==> config.mk <==
export PLATFORM = sky130hd
export DESIGN_NAME = float_narrow_convert_core
export DESIGN_NICKNAME = d
export VERILOG_FILES = /design/src/rtl/fnc_pkg.sv /design/src/rtl/fnc_decode.sv /design/src/rtl/fnc_shift.sv /design/src/rtl/fnc_round.sv /design/src/rtl/float_narrow_convert_core.sv
export SDC_FILE = /design/constraint.sdc
export NUM_CORES = 1
export LEC_CHECK = 0
export BUFFER_PORTS_ARGS = -buffer_cell sky130_fd_sc_hd__buf_4
export CORE_MARGIN = 1
export CORE_UTILIZATION = 35
export CTS_BUF_LIST = sky130_fd_sc_hd__clkbuf_4
export DETAILED_ROUTE_END_ITERATION = 10
export GPL_ROUTABILITY_DRIVEN = 1
export MAX_ROUTING_LAYER = met4
export REMOVE_ABC_BUFFERS = 1
export SETUP_SLACK_MARGIN = 0.3
export SLEW_MARGIN = 15
export SYNTH_ARGS = -nofsm -noshare
export SYNTH_HDL_FRONTEND = slang
export SYNTH_SLANG_ARGS = --single-unit
==> constraint.sdc <==
create_clock -name clk -period 4 [get_ports clk]
set_input_delay 0.4 -clock clk [delete_from_list [all_inputs] [get_ports clk]]
set_output_delay 0.4 -clock clk [all_outputs]
set_load 0.02 [all_outputs]
==> src/rtl/fnc_pkg.sv <==
`default_nettype none
package fnc_pkg;
  localparam int WideWidth = 64;
  localparam int NarrowWidth = 32;
  localparam int WideFracBits = 52;
  localparam int NarrowFracBits = 23;
  localparam int WexpBits = WideWidth - 1 - WideFracBits;
  localparam int NexpBits = NarrowWidth - 1 - NarrowFracBits;
  localparam int WexpMax = (1 << WexpBits) - 1;
  localparam int NexpMax = (1 << NexpBits) - 1;
  localparam int Wbias = (1 << (WexpBits - 1)) - 1;
  localparam int Nbias = (1 << (NexpBits - 1)) - 1;
  localparam int MantBits = WideFracBits + 1;
  localparam int BaseShift = WideFracBits - NarrowFracBits;
  localparam int MaxShift = WideFracBits + 2;
  localparam int ShBits = $clog2(MaxShift + 1);
  localparam int EwBits = WexpBits + 2;

  // stage 1 -> 2 decode
  typedef struct packed {
    logic                    sign;
    logic                    special;
    logic [NarrowWidth-2:0]  special_mag;
    logic                    normal;
    logic [NexpBits-1:0]     nexp_m1;
    logic [ShBits-1:0]       shift;
    logic [MantBits-1:0]     mant;
  } dec_t;

  // stage 2 -> 3 shifted mantissa
  typedef struct packed {
    logic                    sign;
    logic                    special;
    logic [NarrowWidth-2:0]  special_mag;
    logic                    normal;
    logic [NexpBits-1:0]     nexp_m1;
    logic [MantBits-1:0]     q;
    logic                    guard;
    logic                    sticky;
  } shf_t;
endpackage
`default_nettype wire

==> src/rtl/fnc_decode.sv <==
`default_nettype none
module fnc_decode import fnc_pkg::*; (
  input  wire logic [WideWidth-1:0] wide_value,
  output dec_t                      dec
);
  logic                  sign;
  logic [WexpBits-1:0]   e;
  logic [WideFracBits-1:0] frac;
  logic signed [EwBits-1:0] ne;
  logic signed [EwBits-1:0] sh_full;
  logic [NarrowWidth-2:0] inf_mag;

  always_comb begin
    sign = wide_value[WideWidth-1];
    e = wide_value[WideWidth-2 -: WexpBits];
    frac = wide_value[WideFracBits-1:0];
    inf_mag = {{NexpBits{1'b1}}, {NarrowFracBits{1'b0}}};
    sh_full = '0;
    dec = '0;
    dec.sign = sign;
    dec.mant = (e == '0) ? {1'b0, frac} : {1'b1, frac};
    ne = EwBits'($signed({2'b00, (e == '0) ? WexpBits'(1) : e}))
         - EwBits'(Wbias) + EwBits'(Nbias);
    if (e == WexpBits'(WexpMax)) begin
      dec.special = 1'b1;
      if (frac != '0) begin
        dec.sign = 1'b0;
        dec.special_mag = inf_mag | (NarrowWidth-1)'(1 << (NarrowFracBits - 1));
      end else begin
        dec.special_mag = inf_mag;
      end
    end else if (e == '0 && frac == '0) begin
      dec.special = 1'b1;
    end else if (ne >= EwBits'(NexpMax)) begin
      dec.special = 1'b1;
      dec.special_mag = inf_mag;
    end else if (ne >= EwBits'(1)) begin
      dec.normal = 1'b1;
      dec.nexp_m1 = NexpBits'(ne - EwBits'(1));
      dec.shift = ShBits'(BaseShift);
    end else begin
      sh_full = EwBits'(BaseShift + 1) - ne;
      dec.shift = (sh_full > EwBits'(MaxShift)) ? ShBits'(MaxShift) : ShBits'(sh_full);
    end
  end
endmodule
`default_nettype wire

==> src/rtl/fnc_shift.sv <==
`default_nettype none
module fnc_shift import fnc_pkg::*; (
  input  wire dec_t d,
  output shf_t s
);
  logic [2*MantBits-1:0] wide;
  logic [MantBits-1:0]   low;
  always_comb begin
    wide = {d.mant, {MantBits{1'b0}}} >> d.shift;
    low = wide[MantBits-1:0];
    s.sign = d.sign;
    s.special = d.special;
    s.special_mag = d.special_mag;
    s.normal = d.normal;
    s.nexp_m1 = d.nexp_m1;
    s.q = wide[2*MantBits-1:MantBits];
    s.guard = low[MantBits-1];
    s.sticky = |low[MantBits-2:0];
  end
endmodule
`default_nettype wire

==> src/rtl/fnc_round.sv <==
`default_nettype none
module fnc_round import fnc_pkg::*; (
  input  wire shf_t                   s,
  output logic [NarrowWidth-1:0]      narrow_value
);
  logic [NarrowWidth-1:0] q;
  logic [NarrowWidth-1:0] mag;
  logic [NarrowWidth-1:0] inf_bits;
  always_comb begin
    inf_bits = NarrowWidth'(NexpMax) << NarrowFracBits;
    q = NarrowWidth'(s.q) + NarrowWidth'(s.guard && (s.sticky || s.q[0]));
    if (s.normal) begin
      mag = (NarrowWidth'(s.nexp_m1) << NarrowFracBits) + q;
    end else begin
      mag = q;
    end
    if (mag >= inf_bits) mag = inf_bits;
    if (s.special) begin
      narrow_value = {s.sign, s.special_mag};
    end else begin
      narrow_value = {s.sign, mag[NarrowWidth-2:0]};
    end
  end
endmodule
`default_nettype wire

==> src/rtl/float_narrow_convert_core.sv <==
`default_nettype none
// Wide-to-narrow IEEE float conversion, round to nearest even.
// Pipeline: decode, shift and round, each registered (dec_r, shf_r, narrow_value).
// Throughput: one transaction per cycle while ready_out stays high; every stage advances when the one after is free.
// Reset: rst (synchronous) clears all stage valid bits; payload registers are not reset.
module float_narrow_convert_core import fnc_pkg::*; (
  input  wire logic                   clk,
  input  wire logic                   rst,
  input  wire logic                   valid_in,
  output logic                        ready_in,
  input  wire logic [WideWidth-1:0]   wide_value,
  output logic                        valid_out,
  input  wire logic                   ready_out,
  output logic [NarrowWidth-1:0]      narrow_value
);
  dec_t dec_c, dec_r;
  shf_t shf_c, shf_r;
  logic [NarrowWidth-1:0] res_c;
  logic v1, v2, v3;
  logic en1, en2, en3;

  fnc_decode u_dec (.wide_value(wide_value), .dec(dec_c));
  fnc_shift  u_shf (.d(dec_r), .s(shf_c));
  fnc_round  u_rnd (.s(shf_r), .narrow_value(res_c));

  always_comb begin
    en3 = !v3 || ready_out;
    en2 = !v2 || en3;
    en1 = !v1 || en2;
    ready_in = en1;
    valid_out = v3;
  end

  always_ff @(posedge clk) begin
    if (rst) begin
      v1 <= 1'b0;
      v2 <= 1'b0;
      v3 <= 1'b0;
    end else begin
      if (en1) v1 <= valid_in;
      if (en2) v2 <= v1;
      if (en3) v3 <= v2;
    end
    if (en1) dec_r <= dec_c;
    if (en2) shf_r <= shf_c;
    if (en3) narrow_value <= res_c;
  end
endmodule
`default_nettype wire

==> results.sh, run 1 <==
export IMPL_status="finished, violations left"
export IMPL_violations="setup timing"
export IMPL_synth_top_cell_area_share_pct=44.6
export IMPL_syn_area_um2=10200
export IMPL_grt_overflow=0
export IMPL_core_rowCount=62
export IMPL_clockBufferDepth=2
export IMPL_port_buffers=101
export IMPL_setup_slack_ps=-183
export IMPL_synthCells=870
export IMPL_dp_hpwl_um=19200
export IMPL_worst_setup_path_end_kind="flip-flop"
export IMPL_htree_levels=4
export IMPL_nets=1145
export IMPL_vias=7933
export IMPL_final_fill_count=2646
export IMPL_arrival_ps=4520
export IMPL_cts_tree="done"
export IMPL_fp_dieW_um=172
export IMPL_finalSetupViolCount=26
export IMPL_finalPower_mw=5.07
export IMPL_routed_wirelength_um=25600
export IMPL_die_area_um2=29700
export IMPL_grt_pass1_wl_um=41000
export IMPL_ys_ff_latch=154
export IMPL_antenna_found_initial=2
export IMPL_syn2layout_area_growth_pct=25.9
export IMPL_cts_buffers=17
export IMPL_yosysMostFrequentCell="edfxtp_1"
export IMPL_hp_class="in2reg"
export IMPL_yosysSeqAreaShare_pct=45.2
export IMPL_rsz0062_at_grt="true"
export IMPL_worst_slew_pin_transition_ps=1060
export IMPL_track_usage_pct=18.4
export IMPL_cts_sinks=154
export IMPL_fin_crit_sh_pct=105
export IMPL_max_freq_mhz=239
export IMPL_synthArstFlopShare_pct=0
export IMPL_remaining_drc_errors=0
export IMPL_drv_cap=0
export IMPL_drtIter0Drc=641
export IMPL_grt_pass1_vias=7674
export IMPL_min_period_ps=4180
export IMPL_chipHeight_um=172
export IMPL_synthFlopType="edfxtp_1"
export IMPL_synth_avg_cell_area_um2=11.7
export IMPL_fin_util_pct=44.7
export IMPL_multi_input_area_um2=5370
export IMPL_drive_above_1_share_pct=32.6
export IMPL_synth_warning_count=0
export IMPL_leakagePower_nw=4.83
export IMPL_synth_top_cell_by_area="edfxtp_1"
export IMPL_dpl_cell_area_um2=11700
export IMPL_core_area_um2=28600
export IMPL_synth_area_leaders="edfxtp_1, mux4_2, mux2_2"
export IMPL_gp_congestion=0.978
export IMPL_synth_edff_count=151
export IMPL_cts_root_buf="clkbuf_4"
export IMPL_fin_skew_ps=22.3
export IMPL_wl_per_cell_um=17.5
export IMPL_hold_slack_ps=87.7
export IMPL_required_ps=4340
export IMPL_insertion_delay_ps=590
export IMPL_hold_viol_final=0
export IMPL_p_per_area_nw_per_um2=396
export IMPL_dr_pass1_iters=6
export IMPL_postLayoutCellArea_um2=12800
export IMPL_synthTopCellsByCount="edfxtp_1, nand2_1, nor2_1"
export IMPL_crit_fanout=12
export IMPL_min_path_cells=4
export IMPL_start_kind="flip-flop"
export IMPL_seq_area_um2=4590
export IMPL_ant_nets=0
export IMPL_reg2reg_depth=19
export IMPL_final_max_slew_violation_count=0
export IMPL_initial_core_util_pct=35.5
export IMPL_viasPerCell=5.43
export IMPL_ios=102
export IMPL_clkTransAtPathRegs_ps=160
export IMPL_ys_types=73
export IMPL_peakVddDrop_uv=185
export IMPL_relSlewSlack_pct=28.7
export IMPL_criticalPathCategory="reg2reg"
export IMPL_grt_max_degree=65
## cells by family (layout without fill, tap and decap cells)
logic type      count (synthesis)  after routing  share of synthesized area, %
simple gates                  277            277                          14.2
compound gates                159            159                          10.6
flops                         154            154                          45.2
mux                           137            137                          20.7
buf+inv                        83            289                          3.59
xor+xnor                       46             46                          3.96
fa+ha+maj                      14             14                          1.80
other cells                     0              2                             0
## placed cells by master, fill, tap and decap left out, types with 11 or more instances in the layout
master         count
mux2_2            47
inv_1             23
a31oi_1           12
nand4_1           13
o22ai_1           24
a21oi_1           29
dlygate4sd3_1     54
nor3_1            29
buf_4            168
mux2i_1           36
clkbuf_4          17
nand2_1           65
edfxtp_1         151
nor2_1            58
xor2_1            18
and2_1            11
o21ai_0           17
xnor2_1           27
mux4_2            54
nand3_1           17
nor4_1            21
## area by class of cell
class,instances,share of cell area (%)
diodes,2,0.0391
flip-flops and latches,154,35.9
repair buffers,230,15.2
inverters,27,0.792
clock buffers,17,0.997
clock inverters,15,1.31
well taps,384,3.75
multi-input cells,633,42.0
## final timing paths
| kind | to | slack, ps | startpoint |
|---|---|---|---|
| worst max-delay path | narrow_value[14] | -180 | shf_r[2] |
| worst max register to register | narrow_value[14] | -180 | shf_r[2] |
| worst min-delay path | valid_out | 90 | ready_out |
| worst min register to register | shf_r[59] | 420 | dec_r[63] |
## worst max-delay path, stage by stage, from the launching register on
cell	delay [ps]
edfxtp_1	380
o21a_1	120
ha_2	190
buf_6	100
and4_4	220
nand4_1	210
buf_4	210
buf_4	140
nor4_4	240
buf_4	170
xor2_4	180
ha_4	240
a21boi_2	180
o311a_1	340
a211oi_2	240
o211ai_1	180
nor4_4	240
buf_4	180
buf_12	120
nor3_1	50
## what timing repair did
| action | in CTS | in global routing |
|---|---|---|
| gates cloned | 2 | 0 |
| hold buffers | 54 | 0 |
| gates resized for setup | 20 | 22 |
| buffers inserted | 6 | 6 |
| pin swaps | 10 | 14 |
| hold endpoints to repair | 55 | 0 |
| setup endpoints to repair | 31 | 31 |
## report_power, final
group	internal, mW	switching [mW]	leakage, nW
sequential	2.05	0.159	1.68
clock	0.294	0.682	0.158
combinational	0.905	0.978	3.00
## registers in the layout, indices dropped and copies added (netlist names)
signal and cells:
dec_r 72, shf_r 47, narrow_value 32, v1 1, v2 1, valid_out 1
## through the flow
stage | TNS [ps] | cells | setup WS [ps]
final | -3670 | 1462 | -183
after global routing | -10440 | 1462 | -428
after CTS | -5600 | 1454 | -260
after detailed placement | -12890 | 1360 | -516
after global placement | -6510 | 1360 | -287
after floorplan | -14230 | 814 | -799
## per-layer routing
layer  part of all wire [%]  track usage, %  vias up
met2                     46            28.1      254
met1                     47            25.1     3821
met3                    5.1            2.77       30
li1                       -               -     3828
met5                      0               -        -
met4                    1.7            5.85        0
Power figures use the tool's default switching activity.
==> inputs of run 2 (changes only) <==
PLACE_DENSITY_LB_ADDON = 0.05   (was default)
SKIP_CTS_REPAIR_TIMING = 1   (was default)
==> run 2 against run 1 <==
- the run still ends with setup timing left
- combinational power increased by 3%
- critical path depth increased by 1
- register-to-register slack better by 20 ps
- non-clock buffer count shrank 2
- clock skew grew 14 ps
- wire length rose by 8.7%
- global-route usage up 0.40 points
- sequential cell count is the same
- die area unchanged
- count of clock-buffer cells in the layout did not move
- core utilization is 0.55 points higher
- critical endpoint is now narrow_value[5]
==> results.sh, run 2 (synthesis results as in run 1) <==
export IMPL_clockBufferDepth=2
export IMPL_wl_per_cell_um=19.0
export IMPL_cts_sinks=154
export IMPL_start_kind="flip-flop"
export IMPL_antenna_found_initial=1
export IMPL_dr_pass1_iters=7
export IMPL_grt_pass1_wl_um=41100
export IMPL_cts_tree="done"
export IMPL_rrSetupSlack_ps=-160
export IMPL_hold_viol_final=0
export IMPL_finalSetupViolCount=27
export IMPL_fin_skew_ps=36.6
export IMPL_die_area_um2=29700
export IMPL_drtIter0Drc=572
export IMPL_min_period_ps=4160
export IMPL_fin_setup_tns_ps=-3840
export IMPL_track_usage_pct=18.8
export IMPL_ios=102
export IMPL_syn2layout_area_growth_pct=27.4
export IMPL_routed_wirelength_um=27800
export IMPL_cp_num_cells=20
export IMPL_fin_util_pct=45.3
export IMPL_fp_dieW_um=172
export IMPL_r2r_start="shf_r[2]"
export IMPL_rsz0062_at_grt="true"
export IMPL_largest_register_ffs=72
export IMPL_status="finished, violations left"
export IMPL_initial_core_util_pct=35.5
export IMPL_min_from="valid_in"
export IMPL_final_cell_mix="buf_4, edfxtp_1, nand2_1, nor2_1, mux4_2"
export IMPL_core_rowCount=62
export IMPL_grt_pass1_vias=7303
export IMPL_worst_setup_path_end_kind="flip-flop"
export IMPL_setup_slack_ps=-160
export IMPL_leakagePower_nw=4.92
export IMPL_drive_above_1_share_pct=32.1
export IMPL_cpMaxStageDelayCell="edfxtp_1"
export IMPL_drv_cap=0
export IMPL_crit_path_end="narrow_value[5]"
export IMPL_crit_fanout=6
export IMPL_required_ps=4340
export IMPL_hp_class="in2reg"
export IMPL_final_max_slew_violation_count=0
export IMPL_crit_chain="o21a_1 -> ha_2 -> buf_6 -> and4_1 -> nand4_1 -> buf_4 -> nor4_4 -> xnor2_1 -> inv_1 -> ha_4 -> nor2b_4 -> o21ai_4 -> a21boi_4 -> o311a_1 -> a211oi_2 -> o211ai_1 -> nor4_4 -> buf_6 -> clkbuf_16 -> nor3_1"
export IMPL_criticalPathCategory="reg2reg"
export IMPL_reg2reg_depth=20
export IMPL_violations="setup timing"
export IMPL_crit_family="simple AND/OR/NAND/NOR gates"
export IMPL_top_regs="dec_r (72), shf_r (47), narrow_value (32)"
export IMPL_viasPerCell=5.40
export IMPL_startpoint="shf_r[2]"
export IMPL_grt_overflow=0
export IMPL_cts_root_buf="clkbuf_4"
export IMPL_arrival_ps=4500
export IMPL_regToRegEndpoint="narrow_value[5]"
export IMPL_layout_commonest_cell="buf_4"
export IMPL_layoutNonFillerInstCount=1459
export IMPL_gp_congestion=0.915
export IMPL_ant_nets=0
export IMPL_dp_cells=1359
export IMPL_port_buffers=101
export IMPL_finalPower_mw=5.26
export IMPL_cpPeakStageDelay_ps=390
export IMPL_clkTransAtPathRegs_ps=150
export IMPL_nets=1143
export IMPL_max_freq_mhz=240
export IMPL_relSlewSlack_pct=30.4
export IMPL_top_register="dec_r"
export IMPL_fin_crit_sh_pct=104
export IMPL_peakVddDrop_uv=196
export IMPL_chipHeight_um=172
export IMPL_p_per_area_nw_per_um2=406
export IMPL_remaining_drc_errors=0
export IMPL_htree_levels=4
export IMPL_insertion_delay_ps=570
export IMPL_place_ws_ps=-389
export IMPL_dp_hpwl_um=20600
export IMPL_vias=7876
export IMPL_grt_max_degree=65
export IMPL_critPathBufInv=5
export IMPL_core_area_um2=28600
export IMPL_cts_buffers=17
export IMPL_worst_slew_pin_transition_ps=1040
==> run 2: cell count changes in the layout (fill, tap and decap cells not counted), sizes merged <==
| cell | before | now |
|---|---|---|
| clkinv | 7 | 5 |
| bufinv | 0 | 3 |
| diode | 2 | 1 |
| buf | 175 | 170 |
| inv | 34 | 33 |
| dlygate4sd3 | 54 | 53 |
| clkbuf | 18 | 22 |
==> run 2: cell type report <==
cell class,instances,area (um2)
repair buffers,228,2020
multi-input cells,633,5420
clock buffers,17,128
clock inverters,15,201
flip-flops and latches,154,4590
inverters,27,101
fillers,2690,15700
well taps,384,480
diodes,1,2.50
==> run 2: worst register-to-register path, cell delays in order, from the launching register on <==
cell and delay [ps]:
edfxtp_1 390, o21a_1 130, ha_2 180, buf_6 90, and4_1 210, nand4_1 200
buf_4 220, nor4_4 270, xnor2_1 180, inv_1 110, ha_4 260, nor2b_4 130
o21ai_4 150, a21boi_4 80, o311a_1 330, a211oi_2 240, o211ai_1 160, nor4_4 260
buf_6 190, clkbuf_16 160, nor3_1 40
==> run 2: report_power, final <==
part | switching [mW] | internal (mW)
registers | 0.157 | 2.05
logic | 1.01 | 0.935
clock network | 0.650 | 0.459
==> run 2: worst min-delay path by stage <==
stage / end / depth (start not counted)
6_report: v1 / 3
5_1_grt: v1 / 3
4_1_cts: valid_out / 2
3_5_place_dp: shf_r[57] / 0
3_3_place_gp: shf_r[60] / 0
2_1_floorplan: narrow_value[31] / 0
==> run 2: per-layer routing <==
metal  up-vias  wire length, um  global-route usage [%]  share of wire (%)
met1      3835            13400                    26.0                 48
met3        32             1010                    3.20                3.6
met2       202            12900                    28.5                 46
li1       3807                -                       -                  -
met5         -                0                       -                  0
met4         0              504                    4.81                1.8
==> run 2: through the flow <==
step                      hold slack, ps  area (um2)
after global placement               400       11700
after detailed placement             405       11700
after floorplan                      400        9900
after global routing                37.2       13000
after CTS                          -59.9       12000
final                               56.6       13000
==> inputs of run 3 (changes only) <==
GPL_ROUTABILITY_DRIVEN = default   (was 1)
clock period = 5.1 ns   (was 4 ns; I/O delays follow)
==> run 3 against run 2 <==
- the flow finishes with violations (DRC)
- clock power shrank 22%
- hold slack gained 27 ps
- total power shrank 25%
- die area is the same
- critical path depth shrank 1
- maximum frequency shrank 7.7%
- sequential share of layout area grew 3.7 points
- core utilization shrank 4.3 points
- sequential power shrank 21%
- critical endpoint is now narrow_value[19]
==> results.sh, run 3 (synthesis results as in run 1) <==
export IMPL_port_buffers=101
export IMPL_htree_levels=4
export IMPL_chipHeight_um=172
export IMPL_grt_pass1_wl_um=40700
export IMPL_fin_util_pct=41.0
export IMPL_top_regs="dec_r (72), shf_r (47), narrow_value (32)"
export IMPL_seqPwrFrac_pct=44.3
export IMPL_core_area_um2=28600
export IMPL_core_rowCount=62
export IMPL_cpPeakStageDelay_ps=410
export IMPL_top_register="dec_r"
export IMPL_routed_wirelength_um=26000
export IMPL_clkPwrFrac_pct=22.2
export IMPL_final_max_slew_violation_count=0
export IMPL_ios=102
export IMPL_peakVddDrop_uv=130
export IMPL_multi_input_area_um2=5240
export IMPL_grt_overflow=0
export IMPL_p_per_area_nw_per_um2=334
export IMPL_dp_cells=1320
export IMPL_intPower_mw=2.56
export IMPL_track_usage_pct=18.6
export IMPL_cpMaxStageDelayCell="edfxtp_1"
export IMPL_leakagePower_nw=4.35
export IMPL_criticalPathCategory="reg2reg"
export IMPL_final_cell_mix="edfxtp_1, buf_4, nand2_1, nor2_1, mux4_2"
export IMPL_dpl_cell_area_um2=11300
export IMPL_drv_cap=0
export IMPL_relSlewSlack_pct=43.6
export IMPL_fin_crit_sh_pct=88.4
export IMPL_clockBufferDepth=2
export IMPL_setup_slack_ps=594
export IMPL_combPwrFrac_pct=33.5
export IMPL_arrival_ps=4840
export IMPL_gp_congestion=0.920
export IMPL_postLayoutCellArea_um2=11700
export IMPL_crit_fanout=11
export IMPL_status="finished, violations left"
export IMPL_die_area_um2=29700
export IMPL_critPathBufInv=2
export IMPL_largest_register_ffs=72
export IMPL_wl_per_cell_um=19.1
export IMPL_hold_slack_ps=83.4
export IMPL_place_ws_ps=276
export IMPL_fin_setup_tns_ps=0
export IMPL_drtIter0Drc=543
export IMPL_hp_class="in2reg"
export IMPL_viasPerCell=5.46
export IMPL_ant_nets=0
export IMPL_dp_hpwl_um=19900
export IMPL_dr_pass1_iters=7
export IMPL_seq_area_um2=4590
export IMPL_crit_chain="o21a_1 -> ha_1 -> ha_1 -> and3_2 -> and4_2 -> nand2b_1 -> nor3_2 -> xor2_1 -> ha_1 -> a21o_1 -> a21oi_1 -> o21ai_0 -> a2111oi_2 -> nor3_1 -> o31a_1 -> nor4_4 -> buf_4 -> buf_4 -> nor3b_1"
export IMPL_hold_viol_final=0
export IMPL_layout_commonest_cell="edfxtp_1"
export IMPL_cts_buffers=17
export IMPL_remaining_drc_errors=1
export IMPL_swShare_pct=34.6
export IMPL_grt_max_degree=65
export IMPL_cts_sinks=154
export IMPL_rsz0062_at_grt="false"
export IMPL_violations="DRC"
export IMPL_syn2layout_area_growth_pct=15.4
export IMPL_fp_dieW_um=172
export IMPL_crit_family="compound AO/OA/AOI/OAI gates"
export IMPL_grt_pass1_vias=7044
export IMPL_cts_root_buf="clkbuf_4"
export IMPL_antenna_found_initial=1
export IMPL_start_kind="flip-flop"
export IMPL_worst_setup_path_end_kind="flip-flop"
export IMPL_worst_slew_pin_transition_ps=843
export IMPL_max_freq_mhz=222
export IMPL_required_ps=5430
export IMPL_vias=7415
export IMPL_fin_skew_ps=30.7
export IMPL_cpMostUsedCell="ha_1"
export IMPL_min_period_ps=4510
export IMPL_p_switching_mw=1.36
export IMPL_final_fill_count=2775
export IMPL_cts_tree="done"
export IMPL_finalSetupViolCount=0
export IMPL_insertion_delay_ps=580
export IMPL_clkTransAtPathRegs_ps=160
export IMPL_drive_above_1_share_pct=28.5
export IMPL_nets=1042
export IMPL_layoutNonFillerInstCount=1358
export IMPL_initial_core_util_pct=35.5
export IMPL_finalPower_mw=3.92
-- run 3: cell count changes in the layout (fill, tap and decap cells not counted), moves of 5 or more --
cell and change:
buf_12 -5, buf_4 -36, clkbuf_16 -5, clkinv_4 +5, dlygate4sd3_1 -53
-- run 3: power by group through the flow --
stage / combinational [mW] / clock, mW / sequential [mW]
floorplan: 0.745 / 0 / 1.87
global placement: 1.31 / 0 / 1.77
detailed placement: 1.29 / 0 / 1.77
CTS: 1.30 / 0.912 / 1.74
global route: 1.43 / 0.951 / 1.77
finish: 1.32 / 0.870 / 1.74
-- run 3: path summary, 6_finish.rpt --
check	startpoint	end	slack (ps)	cells after the start
min	rst	v2	80	2
max	shf_r[2]	narrow_value[19]	590	19
min reg2reg	dec_r[61]	shf_r[57]	440	0
max reg2reg	shf_r[2]	narrow_value[19]	590	19
-- run 3: final cells by class --
type | count | area share, %
clock inverter | 15 | 1.80
clock buffer | 17 | 1.09
sequential | 154 | 39.2
multi-input combinational | 633 | 44.6
timing repair buffer | 127 | 8.33
inverter | 27 | 0.864
tap | 384 | 4.10
antenna | 1 | 0.0213
-- run 3: routing by layer --
layer | vias to the layer above | wire length [um] | GRT usage, %
met4 | 0 | 474 | 5.77
met5 | - | 0 | -
met2 | 190 | 11600 | 27.1
met3 | 33 | 1030 | 2.61
met1 | 3586 | 12900 | 26.6
li1 | 3606 | - | -
